### config.mk
export PLATFORM = sky130hd
export DESIGN_NAME = rcfp_pack
export DESIGN_NICKNAME = d
export VERILOG_FILES = /design/src/rtl/core/rcfp_pkg.sv /design/src/rtl/core/rcfp_pack.sv
export SDC_FILE = /design/constraint.sdc
export NUM_CORES = 2
export LEC_CHECK = 0
export ABC_AREA = 1
export CAP_MARGIN = 20
export CELL_PAD_IN_SITES_DETAIL_PLACEMENT = 1
export CELL_PAD_IN_SITES_GLOBAL_PLACEMENT = 1
export CORE_MARGIN = 5
export CORE_UTILIZATION = 35
export CTS_CLUSTER_SIZE = 40
export DETAILED_ROUTE_END_ITERATION = 12
export DONT_BUFFER_PORTS = 1
export PLACE_DENSITY_LB_ADDON = 0.1
export RECOVER_POWER = 25
export SYNTH_ARGS = -nofsm -noshare
export SYNTH_HDL_FRONTEND = slang
export SYNTH_SLANG_ARGS = --single-unit
### constraint.sdc
create_clock -name i_clk -period 8.04 [get_ports i_clk]
set_input_delay 1.608 -clock i_clk [delete_from_list [all_inputs] [get_ports i_clk]]
set_output_delay 1.608 -clock i_clk [all_outputs]
set_load 0.005 [all_outputs]
### src/rtl/core/rcfp_pkg.sv
// Shared widths, constants and structs for the rounded-corner fade and RGBA8 pack block.
`timescale 1ns / 1ps

package rcfp_pkg;

    // Field widths of the ports.
    localparam int SIDE_W = 13;
    localparam int PIX_W  = 12;
    localparam int CH_W   = 16;
    localparam int OUT_W  = 8;

    // Fade fraction bits (Q1.16) and the matching divider/quotient width.
    localparam int FRAC_W = 16;

    // Configuration defaults.
    localparam int MAX_SIDE_DEF = 4096;
    localparam int SIDE_RESET   = 512;

    // Internal widths set by the 13-bit side and the 12-bit positions.
    localparam int DIST_W = PIX_W + 1;      // offset numerator |2p+1-n|
    localparam int EX_W   = 17;             // 10*d - 7n
    localparam int SQ_W   = 2 * EX_W;       // square of the corner excess
    localparam int SUM_W  = SQ_W + 1;       // sum of both squares
    localparam int WIDE_W = 20;             // products of d or n with edge constants
    localparam int NUM_W  = 17;             // edge numerator, below 10n
    localparam int NSQ_W  = 2 * SIDE_W;
    localparam int LIM_GW = 30;             // 9*n*n at the largest side

    // Scale factors of the corner and edge formulas.
    localparam int K3   = 3;
    localparam int K7   = 7;
    localparam int K9   = 9;
    localparam int K10  = 10;
    localparam int K75  = 75;
    localparam int K79  = 79;
    localparam int K92  = 92;
    localparam int K100 = 100;

    // Packing: channel * fade * 255, rounded at bit 28.
    localparam int PACK_SHIFT = 28;
    localparam int PROD_W     = CH_W + FRAC_W + 1;
    localparam int SCALED_W   = PROD_W + OUT_W;

    localparam logic [FRAC_W:0]  FADE_ONE     = 17'h1_0000;
    localparam logic [OUT_W-1:0] ALPHA_OPAQUE = 8'hFF;
    localparam logic [OUT_W-1:0] CH_MAX       = 8'hFF;

    // Values derived from the side length, stable while pixels flow.
    typedef struct packed {
        logic [SIDE_W-1:0]   n;
        logic [SIDE_W+1:0]   n3;
        logic [SIDE_W+2:0]   n7;
        logic [SIDE_W+3:0]   n10;
        logic [WIDE_W-1:0]   n79;
        logic [WIDE_W-1:0]   n92;
        logic [LIM_GW-1:0]   lim;
    } t_geo;

    // Pixel data that travels alongside the square root and divider.
    typedef struct packed {
        logic [CH_W-1:0]  red;
        logic [CH_W-1:0]  green;
        logic [CH_W-1:0]  blue;
        logic             corner_on;
        logic             corner_zero;
        logic             edge_full;
        logic             edge_zero;
        logic [NUM_W-1:0] edge_num;
    } t_side;

endpackage

### src/rtl/core/rcfp_pack.sv
// Back pipeline: combines corner and edge fades, scales each channel and packs to 8 bits.
`timescale 1ns / 1ps

module rcfp_pack (
    input  logic                          i_clk,
    input  logic                          i_rst_n,
    input  logic                          i_vld,
    input  logic [rcfp_pkg::FRAC_W-1:0]   i_corner_dist,
    input  logic [rcfp_pkg::FRAC_W-1:0]   i_edge_quot,
    input  rcfp_pkg::t_side               i_side,
    output logic                          o_vld,
    output logic [rcfp_pkg::OUT_W-1:0]    o_red,
    output logic [rcfp_pkg::OUT_W-1:0]    o_green,
    output logic [rcfp_pkg::OUT_W-1:0]    o_blue
);
    import rcfp_pkg::*;

    localparam int FP_W = 2 * (FRAC_W + 1);

    logic [2:0]                  r_vld;
    logic [FP_W-1:0]             r1_prod, n1_prod;
    logic [2:0][CH_W-1:0]        r1_col;
    logic [2:0][PROD_W-1:0]      r2_p, n2_p;
    logic [2:0][OUT_W-1:0]       r3_ch, n3_ch;

    always_ff @(posedge i_clk) begin
        if (!i_rst_n) begin
            r_vld <= '0;
        end else begin
            r_vld <= {r_vld[1:0], i_vld};
        end
    end

    // Stage 1: corner and edge fades in Q1.16, multiplied.
    always_comb begin
        logic [FRAC_W:0] corner, edge_f;
        if (!i_side.corner_on) begin
            corner = FADE_ONE;
        end else if (i_side.corner_zero) begin
            corner = '0;
        end else begin
            corner = FADE_ONE - {1'b0, i_corner_dist};
        end
        if (i_side.edge_full) begin
            edge_f = FADE_ONE;
        end else if (i_side.edge_zero) begin
            edge_f = '0;
        end else begin
            edge_f = {1'b0, i_edge_quot};
        end
        n1_prod = FP_W'(corner) * FP_W'(edge_f);
    end

    // Stage 2: round the fade back to Q1.16 and apply it to each channel.
    always_comb begin
        logic [FP_W:0]   rnd;
        logic [FRAC_W:0] fade;
        rnd  = (FP_W+1)'(r1_prod) + (FP_W+1)'(FADE_ONE >> 1);
        fade = (FRAC_W+1)'(rnd >> FRAC_W);
        for (int c = 0; c < 3; c++) begin
            n2_p[c] = PROD_W'(r1_col[c]) * PROD_W'(fade);
        end
    end

    // Stage 3: times 255, round half up at bit 28, saturate.
    always_comb begin
        logic [SCALED_W-1:0] w;
        logic [SCALED_W-1:0] v;
        for (int c = 0; c < 3; c++) begin
            w = SCALED_W'({r2_p[c], {OUT_W{1'b0}}}) - SCALED_W'(r2_p[c])
                + (SCALED_W'(1) << (PACK_SHIFT - 1));
            v = w >> PACK_SHIFT;
            n3_ch[c] = (v > SCALED_W'(CH_MAX)) ? CH_MAX : OUT_W'(v);
        end
    end

    always_ff @(posedge i_clk) begin
        r1_prod   <= n1_prod;
        r1_col    <= {i_side.blue, i_side.green, i_side.red};
        r2_p      <= n2_p;
        r3_ch     <= n3_ch;
    end

    assign o_vld   = r_vld[2];
    assign o_red   = r3_ch[0];
    assign o_green = r3_ch[1];
    assign o_blue  = r3_ch[2];

endmodule

### Yosys cells after proc, flatten, opt, wreduce, memory -nomap -nowiden

Cells that the tools add are included.
W data, S select, Z words.

| word-level totals | value |
|---|---|
| bits in registers | 207 |
| bits of input ports | 104 |
| output and inout bits | 25 |
| word-level logic and storage cells | 30 |

| operators by class | value |
|---|---|
| add/subtract/negate cells | 8 |
| multipliers | 4 |
| magnitude comparators | 3 |
| muxes and demuxes | 4 |

Operators by type and width:

| operator | count |
|---|---|
| $add A41 B28 Y41 const B | 3 |
| $sub A41 B33 Y41 | 3 |
| $mul A16 B17 Y33 | 3 |
| $mux W17 | 3 |
| $gt A13 B8 Y1 const B | 3 |
| $add A33 B16 Y33 const B | 1 |
| $mul A17 B17 Y33 | 1 |
| $sub A17 B16 Y17 const A | 1 |
| $mux W16 | 1 |

### Depth between registers and ports, before layout

| logic depth | value |
|---|---|
| word-level depth | 4 |
| mapped depth | 35 |

### Least setup slack after synthesis

No wires, ideal clock.

| timing path | value |
|---|---|
| path type | in2reg |
| start | input port i_corner_dist[0] (netlist bit) |
| end | register r1_prod[30] |
| setup time | 120 ps |
| data arrival time | 7,273 ps |
| required time | 7,920 ps |
| slack | 647 ps |
| cell stages on the path | 31 |
| cells stage by stage | inv_1 ha_1 nand2_1 nor2_2 nand2_1 nor2_2 nand2_2 nor2_4 nand3_2 nor2_4 inv_2 o21ai_4 buf_6 nand4_1 fa_1 fa_1 inv_1 fa_1 fa_1 fa_1 inv_1 fa_1 inv_1 ha_1 a21oi_1 o21ai_0 a21oi_1 nor2_1 a211oi_1 nand2_1 xor2_1 |

| on the way | value |
|---|---|
| word-level cells in the longest chain between the ends | 4 |

RTL lines:

| item | RTL line | RTL |
|---|---|---|
| start: declaration | rcfp_pack.sv:8 | `input logic [rcfp_pkg::FRAC_W-1:0] i_corner_dist,` |
| $sub A17 B16 Y17 | rcfp_pack.sv:42 | `corner = FADE_ONE - {1'b0, i_corner_dist};` |
| $mux W17 | rcfp_pack.sv:39 | `end else if (i_side.corner_zero) begin` |
| $mux W17 | rcfp_pack.sv:37 | `if (!i_side.corner_on) begin` |
| $mul A17 B17 Y33 | rcfp_pack.sv:51 | `n1_prod = FP_W'(corner) * FP_W'(edge_f);` |
| named net n1_prod[30] | rcfp_pack.sv:21 | `logic [FP_W-1:0] r1_prod, n1_prod;` |
| end signal: assignment | rcfp_pack.sv:78 | `r1_prod <= n1_prod;` |
| end: declaration | rcfp_pack.sv:21 |  |

The timed path passes the listed nets, and every way through them passes these cells.
A chain may end at the register's enable or synchronous reset.

==> results_dict.tcl <==
set metrics [dict create \
    fin_crit_ps 7460 \
    rr_endpoint "r2_p[60]" \
    drt-total-wl_um 172000 \
    max_stage_delay_ps 560 \
    pin_count 129 \
    ys_seq_area_share_pct 7.76 \
    fin_ws_ps 578 \
    synth_area_leaders "fa_1 (34%), ha_1 (15%), inv_1 (12%), nand2_1 (11%), dfxtp_1 (7.8%)" \
    yosys_register_bits 192 \
    criticalPathCategory "reg2reg" \
    place_congestion 0.871 \
    dp_hpwl_um 147000 \
    clock_sinks 192 \
    grt-ovfl-total 0 \
    initial_core_util_pct 35.1 \
    synthArstFlopShare_pct 0 \
    synth_edf_count 0 \
    synth_top_cell_area_share_pct 34.2 \
    yosysTopAreaCell "fa_1" \
    area_growth_pct 6.75 \
    synth.most_common_cell "inv_1" \
    numCtsBuffers 17 \
    grt_start_max_net_pins 34 \
    final_util_pct 37.5 \
    synthDistinctLibCells 59 \
    setup_violations 0 \
    syn_area_per_cell_um2 7.50 \
    r2r-start "r1_prod[15]" \
    crit_fanout 12 \
    startpoint_type "flop" \
    status "finished clean" \
    wl_per_cell_um 20.2 \
    vias 42000 \
    hold_path.class "reg2reg" \
    drt_pass1_iterations 5 \
    die_y_um 386 \
    antenna_found_initial 24 \
    maxCapViolations 0 \
    syn-num-nets 8140 \
    cts_root_buffer "clkbuf_16" \
    path_common_cell "fa_1" \
    die_w_um 386 \
    crit_start "r1_prod[15]" \
    hold_viol 0 \
    cts_tree "done" \
    die_area_um2 149000 \
    dpl_worst_slack_ps -0.369 \
    drtIter0Drc 1868 \
    crit_slowest_cell "fa_1" \
    ys.flop_type "dfxtp_1" \
    endpoint "r2_p[60]" \
    drt-vias-per-instance 4.92 \
    core-area_um2 141000 \
    htree_levels 4 \
    grt_pass1_vias 46400 \
    port_buffers 0 \
    grt_use_total_pct 23.6 \
    rrSetupSlack_ps 580 \
    syn_area_um2 49500 \
    final_net_count 8148 \
    hold_buffers 0 \
    fin_worst_skew_ps 49.8 \
    insertion_delay_ps 600 \
    drive_gt1_share_pct 4.47 \
    rows 138 \
    crit_arrival_ps 7880 \
    drc 0 \
    worstSetupEndpointType "flop" \
    clk_path_buf_depth 2 \
    synthTopCellsByCount "inv_1 (1559), nand2_1 (1390), fa_1 (845), nor2_1 (795), ha_1 (587)" \
    worstPathRequired_ps 8460 \
    maxSlewHeadroom_pct 21.9 \
    max_freq_mhz 134 \
    worstRegToRegCells 30 \
    worst_pin_slew_ps 1170 \
    final_max_slew_viol_count 0 \
    period_share_pct 92.8 \
    yosys_warnings 0 \
    grt_pass1_wl_um 268000 \
    synthCells 6604 \
    ant_nets 0 \
    rsz0062_at_grt "no" \
    clk_pin_slew_ps 80 \
]
[how the worst min path moves through the flow]
stage	depth (start not counted)	slack (ps)	startpoint	end
floorplan	2	390	r_vld[0]	r_vld[1]
global placement	2	390	r_vld[0]	r_vld[1]
detailed placement	2	410	r_vld[1]	r_vld[2]
CTS	2	420	r_vld[0]	r_vld[1]
global route	2	430	r_vld[0]	r_vld[1]
finish	2	420	r_vld[0]	r_vld[1]
[final cells by class]
class | count | area, µm²
diodes | 10 | 25.0
clock buffers | 18 | 439
clock inverters | 14 | 186
fillers | 17500 | 88200
inverters | 1598 | 6010
multi-input cells | 4655 | 38800
flip-flops and latches | 192 | 3840
well taps | 1890 | 2360
repair buffers | 148 | 1140
[logic make-up (layout without fill, tap and decap cells)]
group                      Yosys count  after routing  share of synthesized area (%)
AOI/OAI and AO/OA                  465            465                           5.33
DFF                                192            192                           7.76
adders and majority gates         1432           1432                           49.0
xor gates and xnor gates           109            109                           1.93
buffers and inverters             1757           1778                           13.8
and+or+nand+nor                   2649           2649                           22.2
other                                0             10                              0
[routing by layer]
metal | vias to the layer above | wire [µm] | global-route usage, %
li1 | 19800 | - | -
met1 | 21100 | 77400 | 31.3
met2 | 775 | 81700 | 40.1
met3 | 209 | 7980 | 3.36
met4 | 4 | 5080 | 6.95
met5 | - | 27 | 0
[cell usage in the layout (no fill, tap or decap), types with 13 or more instances in the layout]
master / Yosys / routed
nor2_2: 13 / 14
clkbuf_16: 0 / 17
nand2_2: 39 / 39
nand3_1: 185 / 185
nor3_1: 43 / 43
o21ai_0: 116 / 116
buf_4: 10 / 143
a31oi_1: 14 / 14
fa_1: 845 / 845
nand2_1: 1390 / 1390
inv_1: 1559 / 1559
xnor2_1: 47 / 47
xor2_1: 62 / 62
o21bai_1: 29 / 29
nand4_1: 123 / 123
clkinv_1: 18 / 17
ha_1: 587 / 587
a21oi_1: 234 / 234
dfxtp_1: 192 / 192
nor2_1: 795 / 794
nand3b_1: 13 / 13
a21o_1: 25 / 25
inv_2: 19 / 19
[per-stage QoR]
stage	instances	setup TNS [ps]	hold WS, ps	area, µm²
2_1_floorplan	6604	0	386	49500
3_3_place_gp	8483	0	388	52200
3_5_place_dp	8483	-0.369	408	52200
4_1_cts	8515	0	421	52800
5_1_grt	8517	0	429	52800
6_report	8525	0	419	52800
[state kept, by name, indices dropped and copies added, names as in the netlist]
register / cells
o_red: 8
r2_p: 99
r1_prod: 18
r1_col: 48
o_green: 8
o_blue: 8
r_vld: 3
[repair_timing]
action | in CTS | in global routing
hold endpoints to repair | 0 | 0
setup buffers | 0 | 0
gates resized for setup | 0 | 1
endpoints found under the setup margin | 0 | 1
[critical path, delay by kind of cell (launching register included)]
family / cells / cell delay, ps
AOI/OAI and AO/OA: 1 / 100
DFF: 1 / 500
and+or+nand+nor: 13 / 1890
buffers and inverters: 7 / 810
adders and majority gates: 8 / 3670
xor gates and xnor gates: 1 / 350
Power is not shown: default switching activity piles up to over one toggle a cycle in this logic, so the estimate is an artifact.
