==> config.mk <==
export PLATFORM = sky130hd
export DESIGN_NAME = rcfp_div
export DESIGN_NICKNAME = d
export VERILOG_FILES = /design/src/rtl/core/rcfp_pkg.sv /design/src/rtl/core/rcfp_div.sv
export SDC_FILE = /design/constraint.sdc
export NUM_CORES = 2
export LEC_CHECK = 0
export BUFFER_PORTS_ARGS = -buffer_cell sky130_fd_sc_hd__buf_2
export CORE_ASPECT_RATIO = 1.2
export CORE_UTILIZATION = 45
export DETAILED_ROUTE_END_ITERATION = 8
export PLACE_DENSITY_LB_ADDON = 0.25
export SLEW_MARGIN = 20
export SYNTH_ARGS = -nofsm -noshare
export SYNTH_HDL_FRONTEND = slang
export SYNTH_SLANG_ARGS = --single-unit
==> constraint.sdc <==
create_clock -name i_clk -period 5.1 [get_ports i_clk]
set_input_delay 0.765 -clock i_clk [delete_from_list [all_inputs] [get_ports i_clk]]
set_output_delay 0.765 -clock i_clk [all_outputs]
set_load 0.01 [all_outputs]
==> src/rtl/core/rcfp_pkg.sv <==
// Shared widths, constants and structs for the rounded-corner fade and RGBA8 pack block.
`timescale 1ns / 1ps

package rcfp_pkg;

    // Field widths of the ports.
    localparam int SIDE_W = 13;
    localparam int PIX_W  = 12;
    localparam int CH_W   = 16;
    localparam int OUT_W  = 8;

    // Fade fraction bits (Q1.16) and the matching divider/quotient width.
    localparam int FRAC_W = 16;

    // Configuration defaults.
    localparam int MAX_SIDE_DEF = 4096;
    localparam int SIDE_RESET   = 512;

    // Internal widths set by the 13-bit side and the 12-bit positions.
    localparam int DIST_W = PIX_W + 1;      // offset numerator |2p+1-n|
    localparam int EX_W   = 17;             // 10*d - 7n
    localparam int SQ_W   = 2 * EX_W;       // square of the corner excess
    localparam int SUM_W  = SQ_W + 1;       // sum of both squares
    localparam int WIDE_W = 20;             // products of d or n with edge constants
    localparam int NUM_W  = 17;             // edge numerator, below 10n
    localparam int NSQ_W  = 2 * SIDE_W;
    localparam int LIM_GW = 30;             // 9*n*n at the largest side

    // Scale factors of the corner and edge formulas.
    localparam int K3   = 3;
    localparam int K7   = 7;
    localparam int K9   = 9;
    localparam int K10  = 10;
    localparam int K75  = 75;
    localparam int K79  = 79;
    localparam int K92  = 92;
    localparam int K100 = 100;

    // Packing: channel * fade * 255, rounded at bit 28.
    localparam int PACK_SHIFT = 28;
    localparam int PROD_W     = CH_W + FRAC_W + 1;
    localparam int SCALED_W   = PROD_W + OUT_W;

    localparam logic [FRAC_W:0]  FADE_ONE     = 17'h1_0000;
    localparam logic [OUT_W-1:0] ALPHA_OPAQUE = 8'hFF;
    localparam logic [OUT_W-1:0] CH_MAX       = 8'hFF;

    // Values derived from the side length, stable while pixels flow.
    typedef struct packed {
        logic [SIDE_W-1:0]   n;
        logic [SIDE_W+1:0]   n3;
        logic [SIDE_W+2:0]   n7;
        logic [SIDE_W+3:0]   n10;
        logic [WIDE_W-1:0]   n79;
        logic [WIDE_W-1:0]   n92;
        logic [LIM_GW-1:0]   lim;
    } t_geo;

    // Pixel data that travels alongside the square root and divider.
    typedef struct packed {
        logic [CH_W-1:0]  red;
        logic [CH_W-1:0]  green;
        logic [CH_W-1:0]  blue;
        logic             corner_on;
        logic             corner_zero;
        logic             edge_full;
        logic             edge_zero;
        logic [NUM_W-1:0] edge_num;
    } t_side;

endpackage

==> src/rtl/core/rcfp_div.sv <==
// Two-lane pipelined restoring divider, one quotient bit per stage, for corner and edge.
`timescale 1ns / 1ps

module rcfp_div #(
    parameter int DV_W = 16
) (
    input  logic                                  i_clk,
    input  logic                                  i_rst_n,
    input  logic                                  i_vld,
    input  logic [1:0][DV_W-1:0]                  i_rem0,
    input  logic [1:0][rcfp_pkg::FRAC_W-1:0]      i_low,
    input  logic [1:0][DV_W-1:0]                  i_divisor,
    input  rcfp_pkg::t_side                       i_side,
    output logic                                  o_vld,
    output logic [1:0][rcfp_pkg::FRAC_W-1:0]      o_quot,
    output rcfp_pkg::t_side                       o_side
);
    import rcfp_pkg::*;

    // The low word shifts dividend bits out at the top and quotient bits in below.
    logic [FRAC_W-1:0]          r_vld;
    logic [1:0][DV_W-1:0]       r_rem  [FRAC_W];
    logic [1:0][FRAC_W-1:0]     r_low  [FRAC_W];
    t_side                      r_side [FRAC_W];

    logic [1:0][DV_W-1:0]       n_rem  [FRAC_W];
    logic [1:0][FRAC_W-1:0]     n_low  [FRAC_W];

    // One compare and subtract per lane and stage.
    always_comb begin
        logic [DV_W-1:0]   rem_in;
        logic [FRAC_W-1:0] low_in;
        logic [DV_W:0]     t;
        for (int k = 0; k < FRAC_W; k++) begin
            for (int l = 0; l < 2; l++) begin
                rem_in = (k == 0) ? i_rem0[l] : r_rem[(k == 0) ? 0 : k-1][l];
                low_in = (k == 0) ? i_low[l]  : r_low[(k == 0) ? 0 : k-1][l];
                t      = {rem_in, low_in[FRAC_W-1]};
                if (t >= {1'b0, i_divisor[l]}) begin
                    n_rem[k][l] = DV_W'(t - {1'b0, i_divisor[l]});
                    n_low[k][l] = {low_in[FRAC_W-2:0], 1'b1};
                end else begin
                    n_rem[k][l] = DV_W'(t);
                    n_low[k][l] = {low_in[FRAC_W-2:0], 1'b0};
                end
            end
        end
    end

    always_ff @(posedge i_clk) begin
        if (!i_rst_n) begin
            r_vld <= '0;
        end else begin
            r_vld <= {r_vld[FRAC_W-2:0], i_vld};
        end
    end

    always_ff @(posedge i_clk) begin
        for (int k = 0; k < FRAC_W; k++) begin
            r_rem[k]  <= n_rem[k];
            r_low[k]  <= n_low[k];
            r_side[k] <= (k == 0) ? i_side : r_side[(k == 0) ? 0 : k-1];
        end
    end

    assign o_vld  = r_vld[FRAC_W-1];
    assign o_quot = r_low[FRAC_W-1];
    assign o_side = r_side[FRAC_W-1];

endmodule

* Word level (Yosys, flattened, before mapping) *
Memory sizes are Yosys's and may differ from the RTL's.
Index checks and enable logic that the tools add are counted.

cells by class
  $add $sub $neg = 32
  order comparisons = 32
  multiplexer cells = 64

operators with widths
  operator                                          number
  17-bit by 16-bit >= comparator with 1-bit output  32
  16-bit two-way mux                                32
  16-bit subtractor                                 32
  1-bit two-way mux                                 32

word-level totals
  word-level logic and storage cells = 132
  memory bits (writable) = 2128
  flip-flop bits (word level) = 16
  memories kept = 3
  output and inout port bits = 102
  bits of input ports = 168

memory list
  memory  depth  width  rd ports  clocked after Yosys merged registers in  write ports  RTL line        text
  r_side  16     69     16        0                                        16           rcfp_div.sv:24  t_side r_side [FRAC_W];
  r_low   16     32     16        0                                        16           rcfp_div.sv:23  logic [1:0][FRAC_W-1:0] r_low [FRAC_W];
  r_rem   16     32     15        0                                        16           rcfp_div.sv:22  logic [1:0][DV_W-1:0] r_rem [FRAC_W];

* Longest topological paths before layout *
  depth in word-level cells = 2
  mapped depth = 13
  depth with buffers taken out = 11

* Worst setup path after synthesis *
OpenSTA, ideal clock, no wires.

  path kind = in2reg
  start point = in i_divisor[17] (netlist name)
  end point = mem r_rem[0][121] (netlist name)
  stages on the path = 11
  slack = 1.450 ns
  setup time = 0.121 ns
  path buffers = 1
  required time = 4.979 ns
  data arrival time = 3.528 ns
  cell sequence = inv_1 > ha_1 > nor2b_4 > o2111a_1 > nor2_2 > a211oi_1 > o31a_1 > o211a_1 > a2111oi_4 > buf_6 > mux2_4

RTL lines
  what             RTL line        text
  start, declared  rcfp_div.sv:12  input logic [1:0][DV_W-1:0] i_divisor,
  end, declared    rcfp_div.sv:22

==> qor_table.md <==
| Result | This run | Unit |
|---|---|---|
| Worst-margin pin slew | 1.09 | ns |
| Class of the most critical setup path | in2reg | - |
| Worst-path fanout max | 16 | - |
| Minimum clock period | 3.58 | ns |
| Xor/xnor cell area share of the yosys netlist | 0.0396 | - |
| Max IR drop VDD | 0.000398 | V |
| Number of flops mapped to enable cells by yosys | 0 | - |
| Final setup slack of the worst path | 1.52 | ns |
| Clock buffer depth | 3 | - |
| Crit path buffers/inverters | 2 | - |
| Synthesis-to-layout area growth | 16.4 | % |
| Chip Height | 438 | um |
| Critical path data arrival time | 4.25 | ns |
| Headroom to the max-slew limit | 0.275 | - |
| Slew Viols, Final | 0 | - |
| Hold_ws | 0.102 | ns |
| Number of nets in the finished design | 7196 | - |
| Detail-routed via count per cell | 5.01 | - |
| Number of flip-flops and latches in the synthesized netlist | 2112 | - |
| Antenna Nets Post-Route | 0 | - |
| Leakage power | 35.9 | nW |
| Startpoint type of the worst setup path | input pin | - |
| F_max | 280 | MHz |
| Status | complete, no violations | - |
| Share of synthesized cell area in full adder, half adder and majority cells | 0.0984 | - |
| Detailed-routing iteration count for the pre-antenna-repair pass | 7 | - |
| Number of distinct library cells after synthesis | 80 | - |
| Iteration-0 DRC Markers | 2238 | - |
| Worst clock skew on the final layout | 0.0775 | ns |
| Yosys top cell area share | 0.594 | - |
| Sequential cell area | 0.0423 | mm2 |
| Die X | 365 | um |
| Cell family with the largest share of critical-path delay | compound AO/OA/AOI/OAI gates | - |
| Worst Setup Slack post-DPL | 0.711 | ns |
| Nets in the synthesized netlist | 6700 | - |
| Path category of the worst min-delay check | in2reg | - |
| Register clock-pin slew on the reported worst setup and hold paths | 0.06 | ns |
| Sum of negative setup slack | 0 | ns |
| Area of the die | 0.160 | mm2 |
| Placed inst area | 0.0748 | mm2 |
| Type of element capturing the critical path | flip-flop | - |
| Routability congestion estimate | 0.890 | - |
| Portion of the clock cycle consumed by the worst path in the final layout | 0.701 | - |
| Ratio of cells with drive above 1 in the final layout | 0.161 | - |
| Max Cap Viol | 0 | - |
| Async S/R FF share, synth | 0 | - |
| Largest area contributor in the synthesized netlist | sky130_fd_sc_hd__dfxtp_1 | - |
| Initial antenna violation count | 8 | - |
| Clock tree from TritonCTS | done | - |
| Core Util, Final | 0.529 | - |
| Cell Count Post-Placement | 8285 | - |
| Cells traversed along the worst timing path | buf_2 > inv_1 > ha_1 > a21oi_1 > o21ai_0 > or3_1 > o221ai_1 > o21ai_0 > o21ai_0 > nand2_1 > mux2_2 | - |
| Final routed wire length divided by cell count | 16.6 | um |
| Inserted Clock Buffers | 196 | - |
| Ports placed on the boundary | 270 | - |
| Count of input and output buffers | 269 | - |
| Compound-Gate Fraction of Synth Area | 0.106 | - |
| Non-filler instance count after layout | 8752 | - |
| Core ar. | 0.157 | mm2 |
| P per Cell Area | 694 | mW/mm2 |
| Data required time of the critical path | 5.78 | ns |
| Number of fill cells in the layout | 13500 | - |
| Initial cell density of the core | 0.454 | - |
| Share of synthesized cell area in and, or, nand and nor gates | 0.0786 | - |
| Largest net degree at the start of global routing | 34 | - |
| Clock insertion delay at the later pin of the skew report | 0.86 | ns |
| Vias in the first global route | 43400 | - |
| Final setup violation count | 0 | - |
| Worst path max stage delay | 0.64 | ns |
| Clock sink total | 2112 | - |
| Slowest library cell on the worst path | sky130_fd_sc_hd__inv_1 | - |
| Top area cells in the synthesized netlist | sky130_fd_sc_hd__dfxtp_1 (59%), sky130_fd_sc_hd__ha_1 (9.0%), sky130_fd_sc_hd__mux2_2 (4.4%), sky130_fd_sc_hd__xnor2_1 (2.6%), sky130_fd_sc_hd__a21oi_1 (2.5%) | - |
| Overall routing resource usage | 0.180 | - |
| Top_reg_cell synth | sky130_fd_sc_hd__dfxtp_1 | - |
| Remaining global-route overflow | 0 | - |
| Portion of netlist area occupied by mux cells | 0.0578 | - |
| Routed wire length | 145000 | um |
| Worst path most repeated cell | sky130_fd_sc_hd__o21ai_0 | - |
| Via count | 43900 | - |
| H-tree depth | 4 | - |
| Netlist area before placement | 0.0712 | mm2 |
| Number of warnings printed during yosys synthesis | 0 | - |
| Post-layout power | 57.5 | mW |
| Post-DP HPWL | 102000 | um |
| Post-route cell area | 0.0829 | mm2 |
| Post-Synthesis Mean Instance Area | 11.9 | um2 |
| Slack of the worst reg-to-reg path | 1.69 | ns |
| RSZ-0062 raised after global routing | false | - |
| Fin. Hold Viols | 0 | - |
| Post-CTS Setup Bufs | 0 | - |
| Combinational family with the most area after synthesis | compound AO/OA/AOI/OAI gates | - |
| Total area of multi-input combinational cells | 0.0271 | mm2 |
| Root cell of the clock tree | sky130_fd_sc_hd__clkbuf_16 | - |
| Std cell rows | 159 | - |
| Seq/Total Area, Yosys | 0.594 | - |
| First-pass GRT wire length | 227000 | um |
| Mapped Cells | 5990 | - |
| # DRC | 0 | - |
[worst paths after layout]
kind / endpoint / cells past startpoint / from
worst min-delay path: r_low[0][8]$_DFF_P_ / 1 / i_low[7]
worst max register to register: r_rem[0][93]$_DFF_P_ / 10 / r_low[0][63]$_DFF_P_
worst min register to register: r_side[1][209]$_DFF_P_ / 0 / r_side[1][140]$_DFF_P_
worst max-delay path: r_rem[0][109]$_DFF_P_ / 11 / i_divisor[6]
[cells in the final DEF (no fill, tap or decap), types with 34 or more instances in the layout]
| cell type | Yosys | layout |
|---|---|---|
| sky130_fd_sc_hd__dfxtp_1 | 2112 | 2112 |
| sky130_fd_sc_hd__ha_1 | 512 | 512 |
| sky130_fd_sc_hd__a21oi_1 | 352 | 349 |
| sky130_fd_sc_hd__nor2_1 | 343 | 343 |
| sky130_fd_sc_hd__mux2_2 | 279 | 279 |
| sky130_fd_sc_hd__buf_2 | 10 | 269 |
| sky130_fd_sc_hd__o21ai_0 | 223 | 223 |
| sky130_fd_sc_hd__xnor2_1 | 213 | 213 |
| sky130_fd_sc_hd__nand2_1 | 204 | 204 |
| sky130_fd_sc_hd__inv_1 | 199 | 199 |
| sky130_fd_sc_hd__clkbuf_16 | 0 | 196 |
| sky130_fd_sc_hd__nor3_1 | 124 | 124 |
| sky130_fd_sc_hd__xor2_1 | 109 | 109 |
| sky130_fd_sc_hd__dlygate4sd3_1 | 0 | 96 |
| sky130_fd_sc_hd__o21a_1 | 95 | 95 |
| sky130_fd_sc_hd__a21o_1 | 92 | 92 |
| sky130_fd_sc_hd__buf_4 | 105 | 88 |
| sky130_fd_sc_hd__nor2b_1 | 84 | 84 |
| sky130_fd_sc_hd__nand3_1 | 75 | 75 |
| sky130_fd_sc_hd__mux2i_1 | 61 | 61 |
| sky130_fd_sc_hd__nand4_1 | 59 | 59 |
| sky130_fd_sc_hd__nand2b_1 | 58 | 58 |
| sky130_fd_sc_hd__a211oi_1 | 45 | 45 |
| sky130_fd_sc_hd__o31ai_1 | 40 | 40 |
| sky130_fd_sc_hd__a31oi_1 | 37 | 37 |
| sky130_fd_sc_hd__o31a_1 | 35 | 35 |
| sky130_fd_sc_hd__clkbuf_8 | 0 | 35 |
| sky130_fd_sc_hd__clkinv_2 | 0 | 34 |
[timing repair]
item	CTS	global route
gates resized for setup	0	0
endpoints found under the hold margin	96	0
hold buffers	96	0
[cells by family after synthesis]
family / count (synthesis)
fa+ha+maj: 542
xor+xnor: 322
buf+inv: 356
compound gates: 1158
mux: 364
simple gates: 1136
flops: 2112
[Yosys cell counts, types with 22 or more instances]
library cell                  n
sky130_fd_sc_hd__nor2_1     343
sky130_fd_sc_hd__xnor2_1    213
sky130_fd_sc_hd__o21a_1      95
sky130_fd_sc_hd__nand2_1    204
sky130_fd_sc_hd__inv_1      199
sky130_fd_sc_hd__clkbuf_1    34
sky130_fd_sc_hd__o31a_1      35
sky130_fd_sc_hd__nor4_1      30
sky130_fd_sc_hd__and3_1      31
sky130_fd_sc_hd__buf_4      105
sky130_fd_sc_hd__or2_2       24
sky130_fd_sc_hd__a21oi_1    352
sky130_fd_sc_hd__xor2_1     109
sky130_fd_sc_hd__a31oi_1     37
sky130_fd_sc_hd__o21ai_0    223
sky130_fd_sc_hd__or3_1       33
sky130_fd_sc_hd__nor2b_1     84
sky130_fd_sc_hd__a21boi_0    29
sky130_fd_sc_hd__nor3_1     124
sky130_fd_sc_hd__a211oi_1    45
sky130_fd_sc_hd__mux2_4      24
sky130_fd_sc_hd__ha_1       512
sky130_fd_sc_hd__mux2i_1     61
sky130_fd_sc_hd__nand3_1     75
sky130_fd_sc_hd__fa_1        30
sky130_fd_sc_hd__a21o_1      92
sky130_fd_sc_hd__mux2_2     279
sky130_fd_sc_hd__and2_1      23
sky130_fd_sc_hd__nand4_1     59
sky130_fd_sc_hd__o31ai_1     40
sky130_fd_sc_hd__dfxtp_1   2112
sky130_fd_sc_hd__o21bai_1    25
sky130_fd_sc_hd__a211o_1     22
sky130_fd_sc_hd__nand2b_1    58
[routing by layer]
layer  GRT usage  wire length [um]
met1       0.217             63200
met2       0.305             68900
met3      0.0407              7280
met4      0.0800              5640
met5           0                42
[flip-flops by register name, summed over array words and instances, names as in the netlist]
signal and flops:
r_low 512, r_rem 480, r_side 1104, r_vld 16
[power breakdown]
part	switching, mW	internal, mW	leakage, nW
registers	1.79	20.2	17.8
logic	10.3	9.87	14.7
clock network	6.47	8.89	3.41
total	18.6	38.9	35.9
[layout make-up]
cell class                      count  share of cell area
Antenna cell                        2           0.0000604
Sequential cell                  2112               0.510
Inverter                          199             0.00901
Multi-Input combinational cell   3522               0.327
Clock buffer                      259              0.0663
Clock inverter                    110              0.0194
Tap cell                         2093              0.0316
Timing Repair Buffer              455              0.0363
Note: power is estimated with default switching activity, not from simulation.
