`src/rtl/core/rcfp_pkg.sv`:
```
// Shared widths, constants and structs for the rounded-corner fade and RGBA8 pack block.
`timescale 1ns / 1ps

package rcfp_pkg;

    // Field widths of the ports.
    localparam int SIDE_W = 13;
    localparam int PIX_W  = 12;
    localparam int CH_W   = 16;
    localparam int OUT_W  = 8;

    // Fade fraction bits (Q1.16) and the matching divider/quotient width.
    localparam int FRAC_W = 16;

    // Configuration defaults.
    localparam int MAX_SIDE_DEF = 4096;
    localparam int SIDE_RESET   = 512;

    // Internal widths set by the 13-bit side and the 12-bit positions.
    localparam int DIST_W = PIX_W + 1;      // offset numerator |2p+1-n|
    localparam int EX_W   = 17;             // 10*d - 7n
    localparam int SQ_W   = 2 * EX_W;       // square of the corner excess
    localparam int SUM_W  = SQ_W + 1;       // sum of both squares
    localparam int WIDE_W = 20;             // products of d or n with edge constants
    localparam int NUM_W  = 17;             // edge numerator, below 10n
    localparam int NSQ_W  = 2 * SIDE_W;
    localparam int LIM_GW = 30;             // 9*n*n at the largest side

    // Scale factors of the corner and edge formulas.
    localparam int K3   = 3;
    localparam int K7   = 7;
    localparam int K9   = 9;
    localparam int K10  = 10;
    localparam int K75  = 75;
    localparam int K79  = 79;
    localparam int K92  = 92;
    localparam int K100 = 100;

    // Packing: channel * fade * 255, rounded at bit 28.
    localparam int PACK_SHIFT = 28;
    localparam int PROD_W     = CH_W + FRAC_W + 1;
    localparam int SCALED_W   = PROD_W + OUT_W;

    localparam logic [FRAC_W:0]  FADE_ONE     = 17'h1_0000;
    localparam logic [OUT_W-1:0] ALPHA_OPAQUE = 8'hFF;
    localparam logic [OUT_W-1:0] CH_MAX       = 8'hFF;

    // Values derived from the side length, stable while pixels flow.
    typedef struct packed {
        logic [SIDE_W-1:0]   n;
        logic [SIDE_W+1:0]   n3;
        logic [SIDE_W+2:0]   n7;
        logic [SIDE_W+3:0]   n10;
        logic [WIDE_W-1:0]   n79;
        logic [WIDE_W-1:0]   n92;
        logic [LIM_GW-1:0]   lim;
    } t_geo;

    // Pixel data that travels alongside the square root and divider.
    typedef struct packed {
        logic [CH_W-1:0]  red;
        logic [CH_W-1:0]  green;
        logic [CH_W-1:0]  blue;
        logic             corner_on;
        logic             corner_zero;
        logic             edge_full;
        logic             edge_zero;
        logic [NUM_W-1:0] edge_num;
    } t_side;

endpackage

```
`src/rtl/core/rcfp_front.sv`:
```
// Front pipeline: offsets, corner excess, squared distance and edge classification.
`timescale 1ns / 1ps

module rcfp_front #(
    parameter int LIM_W = 28
) (
    input  logic                        i_clk,
    input  logic                        i_rst_n,
    input  logic                        i_vld,
    input  logic [rcfp_pkg::PIX_W-1:0]  i_pixel_x,
    input  logic [rcfp_pkg::PIX_W-1:0]  i_pixel_y,
    input  logic [rcfp_pkg::CH_W-1:0]   i_red,
    input  logic [rcfp_pkg::CH_W-1:0]   i_green,
    input  logic [rcfp_pkg::CH_W-1:0]   i_blue,
    input  rcfp_pkg::t_geo              i_geo,
    output logic                        o_vld,
    output logic [LIM_W-1:0]            o_s,
    output rcfp_pkg::t_side             o_side
);
    import rcfp_pkg::*;

    // Distance of a pixel center from the canvas center, in units of 1/(2n).
    function automatic logic [DIST_W-1:0] f_offset(input logic [PIX_W-1:0] pos,
                                                  input logic [SIDE_W-1:0] n);
        logic [DIST_W-1:0] t;
        t = {pos, 1'b1};
        return (t >= DIST_W'(n)) ? t - DIST_W'(n) : DIST_W'(n) - t;
    endfunction

    logic [4:0]          r_vld;

    logic [PIX_W-1:0]    r0_x, r0_y;
    t_side               r0_side, n0_side;

    logic [DIST_W-1:0]   r1_dx, r1_dy, n1_dx, n1_dy;
    t_side               r1_side;

    logic [EX_W-1:0]     r2_ex, r2_ey, n2_ex, n2_ey;
    t_side               r2_side, n2_side;

    logic [SQ_W-1:0]     r3_sqx, r3_sqy;
    t_side               r3_side;

    logic [LIM_W-1:0]    r4_s, n4_s;
    t_side               r4_side, n4_side;

    // Valid bits travel with the data.
    always_ff @(posedge i_clk) begin
        if (!i_rst_n) begin
            r_vld <= '0;
        end else begin
            r_vld <= {r_vld[3:0], i_vld};
        end
    end

    // Stage 0: the channels enter the record that travels with the pixel.
    always_comb begin
        n0_side       = '0;
        n0_side.red   = i_red;
        n0_side.green = i_green;
        n0_side.blue  = i_blue;
    end

    // Stage 1: offset numerators.
    always_comb begin
        n1_dx = f_offset(r0_x, i_geo.n);
        n1_dy = f_offset(r0_y, i_geo.n);
    end

    // Stage 2: corner excess and edge class.
    always_comb begin
        logic [EX_W-1:0]   ax, ay;
        logic [DIST_W-1:0] dm;
        logic [WIDE_W-1:0] h100, h75;
        logic              on;
        ax = EX_W'(r1_dx) * EX_W'(K10);
        ay = EX_W'(r1_dy) * EX_W'(K10);
        on = (ax > EX_W'(i_geo.n7)) && (ay > EX_W'(i_geo.n7));
        n2_ex = on ? ax - EX_W'(i_geo.n7) : '0;
        n2_ey = on ? ay - EX_W'(i_geo.n7) : '0;
        dm    = (r1_dx > r1_dy) ? r1_dx : r1_dy;
        h100  = WIDE_W'(dm) * WIDE_W'(K100);
        h75   = WIDE_W'(dm) * WIDE_W'(K75);
        n2_side           = r1_side;
        n2_side.corner_on = on;
        n2_side.edge_full = (h100 <= i_geo.n92);
        n2_side.edge_zero = (h100 > i_geo.n92) && (h75 >= i_geo.n79);
        n2_side.edge_num  = (h100 > i_geo.n92) && (h75 < i_geo.n79) ?
                            NUM_W'(i_geo.n79 - h75) : '0;
    end

    // Stage 4: squared distance against the corner radius.
    always_comb begin
        logic [SUM_W-1:0] s;
        logic             zero;
        s    = SUM_W'(r3_sqx) + SUM_W'(r3_sqy);
        zero = r3_side.corner_on && (s >= SUM_W'(i_geo.lim));
        n4_side             = r3_side;
        n4_side.corner_zero = zero;
        n4_s = (r3_side.corner_on && !zero) ? LIM_W'(s) : '0;
    end

    // Payload registers of all stages.
    always_ff @(posedge i_clk) begin
        r0_x                <= i_pixel_x;
        r0_y                <= i_pixel_y;
        r0_side             <= n0_side;
        r1_dx               <= n1_dx;
        r1_dy               <= n1_dy;
        r1_side             <= r0_side;
        r2_ex               <= n2_ex;
        r2_ey               <= n2_ey;
        r2_side             <= n2_side;
        r3_sqx              <= SQ_W'(r2_ex) * SQ_W'(r2_ex);
        r3_sqy              <= SQ_W'(r2_ey) * SQ_W'(r2_ey);
        r3_side             <= r2_side;
        r4_s                <= n4_s;
        r4_side             <= n4_side;
    end

    assign o_vld  = r_vld[4];
    assign o_s    = r4_s;
    assign o_side = r4_side;

endmodule

```
`config.mk`:
```
export PLATFORM = sky130hd
export DESIGN_NAME = rcfp_front
export DESIGN_NICKNAME = d
export VERILOG_FILES = /design/src/rtl/core/rcfp_pkg.sv /design/src/rtl/core/rcfp_front.sv
export SDC_FILE = /design/constraint.sdc
export NUM_CORES = 2
export LEC_CHECK = 0
export BUFFER_PORTS_ARGS = -buffer_cell sky130_fd_sc_hd__clkbuf_2
export CELL_PAD_IN_SITES_DETAIL_PLACEMENT = 0
export CELL_PAD_IN_SITES_GLOBAL_PLACEMENT = 1
export CORE_MARGIN = 2
export CORE_UTILIZATION = 44
export DETAILED_ROUTE_END_ITERATION = 8
export GPL_TIMING_DRIVEN = 0
export PLACE_DENSITY = 0.82
export REMOVE_ABC_BUFFERS = 1
export SKIP_CTS_REPAIR_TIMING = 1
export SLEW_MARGIN = 20
export SYNTH_ARGS = -nofsm -noshare
export SYNTH_HDL_FRONTEND = slang
export SYNTH_SLANG_ARGS = --single-unit
```
`constraint.sdc`:
```
create_clock -name i_clk -period 8.41 [get_ports i_clk]
set_clock_uncertainty 0.1 [all_clocks]
set_input_delay 0.4205 -clock i_clk [delete_from_list [all_inputs] [get_ports i_clk]]
set_output_delay 0.4205 -clock i_clk [all_outputs]
set_load 0.02 [all_outputs]
```
# [Yosys cells after proc, flatten, opt, wreduce, memory -nomap -nowiden]
# Cells that the tools add are included.
[totals] inputBits=206 ff_bits=486 output_inout_bits=98
[op_classes] reduce_logical=6 order_cmp=10 mux=3 mul=6 add_sub_neg=8
[ops] cell="multiplier 17 x 17 -> 34 bit" count=2
[ops] cell="subtractor 13 bit" count=4
[ops] cell="two-way mux 13 bit" count=3
[ops] cell="adder 34 x 34 -> 35 bit" count=1
[ops] cell=">= comparator 35 x 30 -> 1 bit" count=1
[ops] cell="greater-than comparator 17 x 16 -> 1 bit" count=2
[ops] cell="subtractor 17 x 16 -> 17 bit" count=2
[ops] cell="multiplier 13 x 3 -> 16 bit (second input constant)" count=2
[ops] cell=">= comparator 13 bit" count=2
[ops] cell=">= comparator 20 bit" count=1
[ops] cell="greater-than comparator 20 bit" count=1
[ops] cell="less-or-equal comparator 20 bit" count=1
[ops] cell="< comparator 20 bit" count=1
[ops] cell="multiplier 13 x 7 -> 20 bit (second input constant)" count=1
[ops] cell="multiplier 13 x 5 -> 18 bit (second input constant)" count=1
[ops] cell="subtractor 17 bit" count=1
[ops] cell="greater-than comparator 13 bit" count=1
[ops] cell="logical AND 1 bit" count=5
[ops] cell="zero test 1 bit" count=1

# [Longest topological paths before layout]
[depth] word_depth=5 depth_mapped=40 depth_no_buf=37

# [Worst setup path before layout]
# Ideal clock, no wire load.
[synth_path] kind="register to register" start="register r1_dy[1]" end="register r2_side[10] in the netlist's numbering" path_slack_ns=0.242 required_ns=8.245 stages_incl_launch_ff=39 arrival_ns=8.003 path_cell_list="dfxtp_1 > inv_1 > ha_1 > nor2b_1 > o21a_1 > o21a_1 > o21ai_0 > nand2b_1 > a21oi_1 > o211ai_1 > a31oi_1 > or2_2 > clkbuf_1 > buf_1 > mux2_2 > ha_1 > ha_1 > inv_1 > [... 3 more ...] > ha_1 > o21a_1 > o21ai_0 > a21oi_1 > o21a_1 > o21a_1 > o211ai_1 > a21boi_0 > mux2i_1 > o2111ai_1 > ha_1 > a21o_1 > a21oi_1 > nor2b_1 > a2111oi_0 > nand2_1 > clkbuf_1 > nor2_1"
[synth_between] elab_chain_cells=5 elab_cells_between_ends=8 cone_classes="add/sub: 1; mul: 2; order compare: 3; mux: 1; reduce/logical: 1"
[synth_rtl] element="start: declaration" line_no="rcfp_front.sv:35" source="logic [DIST_W-1:0] r1_dx, r1_dy, n1_dx, n1_dy;"
[synth_rtl] element="start signal: assignment" line_no="rcfp_front.sv:109" source="r1_dy <= n1_dy;"
[synth_rtl] element="greater-than comparator 13 bit" line_no="rcfp_front.sv:81" source="dm = (r1_dx > r1_dy) ? r1_dx : r1_dy;"
[synth_rtl] element="two-way mux 13 bit (*)" line_no="rcfp_front.sv:81"
[synth_rtl] element="multiplier 13 x 5 -> 18 bit / multiplier 13 x 7 -> 20 bit (equally long branches)" line_no="rcfp_front.sv:82, rcfp_front.sv:83"
[synth_rtl] element="greater-than comparator 20 bit / < comparator 20 bit (equally long branches)" line_no="rcfp_front.sv:88" source="n2_side.edge_num = (h100 > i_geo.n92) && (h75 < i_geo.n79) ?"
[synth_rtl] element="logical AND 1 bit" line_no="rcfp_front.sv:88"
[synth_rtl] element="end signal: assignment" line_no="rcfp_front.sv:113" source="r2_side <= n2_side;"
[synth_rtl] element="end: declaration" line_no="rcfp_front.sv:39" source="t_side r2_side, n2_side;"
# Mark *: on every way between the ends. The rest lies on a longest branch, timed or not.
# A chain may end at the register's enable or synchronous reset.

# [Worst setup path in the final report]
[layout_path] start="register r1_dy[1]" end="register r2_side[4] in the netlist's numbering"
# The elaborated chain is that of the path after synthesis.

==> report_table.html <==
<table>
<tr><th>Metric</th><th>Value</th></tr>
<tr><th colspan="2">Status</th></tr>
<tr><td>Outcome</td><td>complete, no violations</td></tr>
<tr><th colspan="2">Worst setup path</th></tr>
<tr><td>Startpoint of the most critical setup path</td><td>r1_dy[1]</td></tr>
<tr><td>Worst Setup Path Type</td><td>reg2reg</td></tr>
<tr><td>Arrival time at the worst endpoint</td><td>8.41 ns</td></tr>
<tr><td>Endpoint of the worst-slack reg-to-reg timing path</td><td>r2_side[4]</td></tr>
<tr><td>Maximum cell stage delay along the critical path</td><td>0.57 ns</td></tr>
<tr><td>WP data required</td><td>8.83 ns</td></tr>
<tr><td>Setup crit start kind</td><td>flop</td></tr>
<tr><td>Most common cell type on the critical path</td><td>sky130_fd_sc_hd__ha_1</td></tr>
<tr><td>Crit path max-delay cell type</td><td>sky130_fd_sc_hd__fa_1</td></tr>
<tr><td>Depth of the most critical reg-to-reg path</td><td>34</td></tr>
<tr><td>Setup slack, reg-to-reg</td><td>0.43 ns</td></tr>
<tr><td>Worst path top cell family by delay</td><td>adder cells</td></tr>
<tr><td>Worst Setup End Kind</td><td>flop</td></tr>
<tr><td>Worst Path Max Fanout</td><td>7</td></tr>
<tr><td>Capturing element of the worst setup path</td><td>r2_side[4]</td></tr>
<tr><td>R2R Path Start</td><td>r1_dy[1]</td></tr>
<tr><td>Critical path depth</td><td>34</td></tr>
<tr><td>Number of buffers and inverters on the critical path</td><td>3</td></tr>
<tr><th colspan="2">Detailed routing</th></tr>
<tr><td>Sum of routed wire length over all layers</td><td>82000 um</td></tr>
<tr><td>Detailed-route via count</td><td>26300</td></tr>
<tr><td># DRC</td><td>0</td></tr>
<tr><td>Number of violations reported at the end of detailed-routing iteration 0</td><td>971</td></tr>
<tr><td>Count of antenna-violating nets left after detailed routing</td><td>0</td></tr>
<tr><td>Routed length per instance</td><td>15.1 um</td></tr>
<tr><td>Iteration count of the initial detailed-routing pass</td><td>5</td></tr>
<tr><td>Routed via count divided by cell count</td><td>4.86</td></tr>
<tr><th colspan="2">CTS</th></tr>
<tr><td>CTS tree</td><td>built</td></tr>
<tr><td>Worst-Skew Late Latency</td><td>0.63 ns</td></tr>
<tr><td>H-tree depth reported by CTS</td><td>2</td></tr>
<tr><td>CTS clock-pin slew for the worst setup and hold paths</td><td>0.07 ns</td></tr>
<tr><td>Cell at the root of the clock tree</td><td>sky130_fd_sc_hd__clkbuf_16</td></tr>
<tr><td>Maximum number of buffers from clock root to sink</td><td>3</td></tr>
<tr><td>Count of clock tree sinks</td><td>481</td></tr>
<tr><td>TritonCTS Buffers</td><td>52</td></tr>
<tr><th colspan="2">Synth</th></tr>
<tr><td>Most frequent cells after synthesis</td><td>sky130_fd_sc_hd__inv_1 (767), sky130_fd_sc_hd__ha_1 (557), sky130_fd_sc_hd__dfxtp_1 (481), sky130_fd_sc_hd__fa_1 (418), sky130_fd_sc_hd__nand2_1 (209)</td></tr>
<tr><td>Async set or reset register ratio after synthesis</td><td>0%</td></tr>
<tr><td>Synth Flop Type</td><td>sky130_fd_sc_hd__dfxtp_1</td></tr>
<tr><td>Syn Std Cell Area</td><td>37700 um^2</td></tr>
<tr><td>Post-synthesis sequential element count</td><td>481</td></tr>
<tr><td>Seq/Total Area, Yosys</td><td>25.5%</td></tr>
<tr><td>Library cell with the highest instance count after synthesis</td><td>sky130_fd_sc_hd__inv_1</td></tr>
<tr><td>Avg Inst Size Synth</td><td>9.73 um^2</td></tr>
<tr><td>Leading area contributor after synthesis</td><td>sky130_fd_sc_hd__dfxtp_1</td></tr>
<tr><td>Post-synth EDFFs</td><td>0</td></tr>
<tr><td>Area share of the largest cell type after synthesis</td><td>25.5%</td></tr>
<tr><td>Cells taking the most area after synthesis</td><td>sky130_fd_sc_hd__dfxtp_1 (26%), sky130_fd_sc_hd__fa_1 (22%), sky130_fd_sc_hd__ha_1 (18%)</td></tr>
<tr><td>Synth Warn #</td><td>0</td></tr>
<tr><td>Count of mapped cells out of synthesis</td><td>3873</td></tr>
<tr><td>Number of distinct library cells after synthesis</td><td>71</td></tr>
<tr><th colspan="2">STA</th></tr>
<tr><td>Maximum clock frequency</td><td>125 MHz</td></tr>
<tr><td>Final worst path period need</td><td>7.98 ns</td></tr>
<tr><td>Worst-case headroom to the max-slew limit</td><td>36.1%</td></tr>
<tr><td>Portion of the clock cycle consumed by the worst path in the final layout</td><td>94.9%</td></tr>
<tr><td>Number of pins with negative max-slew slack in the final report</td><td>0</td></tr>
<tr><td>Hold Vio Cnt, Final</td><td>0</td></tr>
<tr><td>Slew at the pin with the worst max-slew slack</td><td>0.958 ns</td></tr>
<tr><td>Setup violation total in the final timing report</td><td>0</td></tr>
<tr><td>Worst hold-check slack</td><td>0.0172 ns</td></tr>
<tr><td>Final setup margin</td><td>0.427 ns</td></tr>
<tr><th colspan="2">Placement</th></tr>
<tr><td>Half-perimeter wire length after placement</td><td>66200 um</td></tr>
<tr><td>Routability Congestion</td><td>0.846</td></tr>
<tr><td>Worst slack at placement</td><td>-1.14 ns</td></tr>
<tr><td>Port buffer count</td><td>270</td></tr>
<tr><td>Placed instance count</td><td>5224</td></tr>
<tr><th colspan="2">GRT</th></tr>
<tr><td>Tot GR Track Use</td><td>18.8%</td></tr>
<tr><td>Antenna violations before repair</td><td>3</td></tr>
<tr><td>Wire length of the first global-routing pass</td><td>132000 um</td></tr>
<tr><td>Maximum number of pins on one net before global-route repair</td><td>30</td></tr>
<tr><td>Total grt overflow</td><td>0</td></tr>
<tr><td>Number of global-route vias before repair</td><td>27100</td></tr>
<tr><th colspan="2">Layout</th></tr>
<tr><td>Count of placed standard cells in the final layout, fillers left out</td><td>5414</td></tr>
<tr><td>Layout Area Growth over Synthesis</td><td>14.3%</td></tr>
<tr><td>Final net count</td><td>5406</td></tr>
<tr><td>Share of the core filled with cells</td><td>50.7%</td></tr>
<tr><td>Share of post-route cells with drive strength above 1</td><td>10.3%</td></tr>
<tr><th colspan="2">Run</th></tr>
<tr><td>MaxCap Viol Count</td><td>0</td></tr>
<tr><th colspan="2">Floorplan</th></tr>
<tr><td>Core footprint</td><td>85000 um^2</td></tr>
<tr><td>Initial Util</td><td>44.3%</td></tr>
<tr><td>Die extent in y</td><td>297 um</td></tr>
<tr><td>Die footprint</td><td>88000 um^2</td></tr>
<tr><td>Row cnt</td><td>107</td></tr>
<tr><td>Count of boundary I/O pins</td><td>304</td></tr>
<tr><td>Width of the chip</td><td>297 um</td></tr>
<tr><th colspan="2">Min path</th></tr>
<tr><td>Startpoint of the most critical hold path</td><td>i_geo[118]</td></tr>
<tr><td>Worst min path class</td><td>in2reg</td></tr>
</table>
cells by family (layout without fill, tap and decap cells):
family,Yosys count,in the layout,share of synthesized area (%)
simple gates,810,811,10.6
fa+ha+maj,975,975,40.7
flops,481,481,25.5
other cells,1,3,0.00995
buf+inv,834,1228,8.36
xor+xnor,191,191,4.44
compound gates,548,548,9.39
mux,33,33,0.926
layout make-up:
| class | count | area (um^2) |
|---|---|---|
| inverters | 767 | 2880 |
| flip-flops and latches | 481 | 9630 |
| fillers | 7892 | 41900 |
| clock inverters | 34 | 448 |
| well taps | 1144 | 1430 |
| clock buffers | 63 | 1390 |
| multi-input cells | 2559 | 25000 |
| repair buffers | 364 | 2290 |
| diodes | 2 | 5.00 |
through the flow:
| step | TNS, ns | instance area (um^2) |
|---|---|---|
| 2_1_floorplan | 0 | 37400 |
| 3_3_place_gp | -14.88 | 40200 |
| 3_5_place_dp | -15.44 | 40300 |
| 4_1_cts | -15.91 | 42100 |
| 5_1_grt | -0.0394 | 43100 |
| 6_report | 0 | 43100 |
placed cells by master (no fill, tap or decap), types with 12 or more instances in the layout:
master                          synthesis  layout
sky130_fd_sc_hd__a211oi_1              12      12
sky130_fd_sc_hd__ha_1                 557     557
sky130_fd_sc_hd__mux2i_1               18      18
sky130_fd_sc_hd__and3_1                42      42
sky130_fd_sc_hd__or2_2                 16      15
sky130_fd_sc_hd__clkbuf_16              0      52
sky130_fd_sc_hd__dlygate4sd3_1          0      75
sky130_fd_sc_hd__nand2_1              209     208
sky130_fd_sc_hd__inv_1                767     767
sky130_fd_sc_hd__a31oi_1               19      18
sky130_fd_sc_hd__dfxtp_1              481     478
sky130_fd_sc_hd__nor2_1               192     190
sky130_fd_sc_hd__nor2b_1               54      54
sky130_fd_sc_hd__xnor2_1              129     129
sky130_fd_sc_hd__nand4_1               24      24
sky130_fd_sc_hd__or3_1                 13      13
sky130_fd_sc_hd__o21bai_1              25      25
sky130_fd_sc_hd__clkbuf_2               0     271
sky130_fd_sc_hd__nor3_1                52      52
sky130_fd_sc_hd__fa_1                 418     418
sky130_fd_sc_hd__and2_1               127     127
sky130_fd_sc_hd__nand3_1               26      26
sky130_fd_sc_hd__a21o_1                92      92
sky130_fd_sc_hd__o21ai_0               99      96
sky130_fd_sc_hd__nand2b_1              28      28
sky130_fd_sc_hd__buf_4                  1      14
sky130_fd_sc_hd__mux2_2                15      13
sky130_fd_sc_hd__a21boi_0              13      12
sky130_fd_sc_hd__xor2_1                62      62
sky130_fd_sc_hd__a21oi_1              171     169
sky130_fd_sc_hd__o21a_1                33      33
metal layers:
layer	GRT usage [%]	vias to the layer above	share of wire, %
met5	0	-	0
met4	6.57	0	3.2
met3	2.56	123	4.0
met2	33.5	469	50
met1	23.3	12600	43
li1	-	13100	-
how the worst min path moves through the flow:
stage,endpoint,slack (ns),cells past startpoint
after global placement,n2_side[59],0.21,0
after floorplan,n2_side[21],0.21,0
after global routing,r1_dx[0],0.005,2
after detailed placement,n2_side[29],0.21,0
final,r1_dx[0],0.02,2
after CTS,r0_y[11],-0.26,1
sequential cells by signal, summed over array words and instances, names as in the netlist:
name and flops:
n2_side 48, o_side 69, r2_ey 16, r0_side 48, r3_sqx 32, r1_dx 13, r0_x 12, r_vld 5
n4_side 68, r3_sqy 33, o_s 27, r0_y 12, r2_side 68, r1_dy 13, r2_ex 17
Power is left out: the tool's default activity adds up to more than one toggle a clock period on the data nets, which glitch-free logic cannot reach.
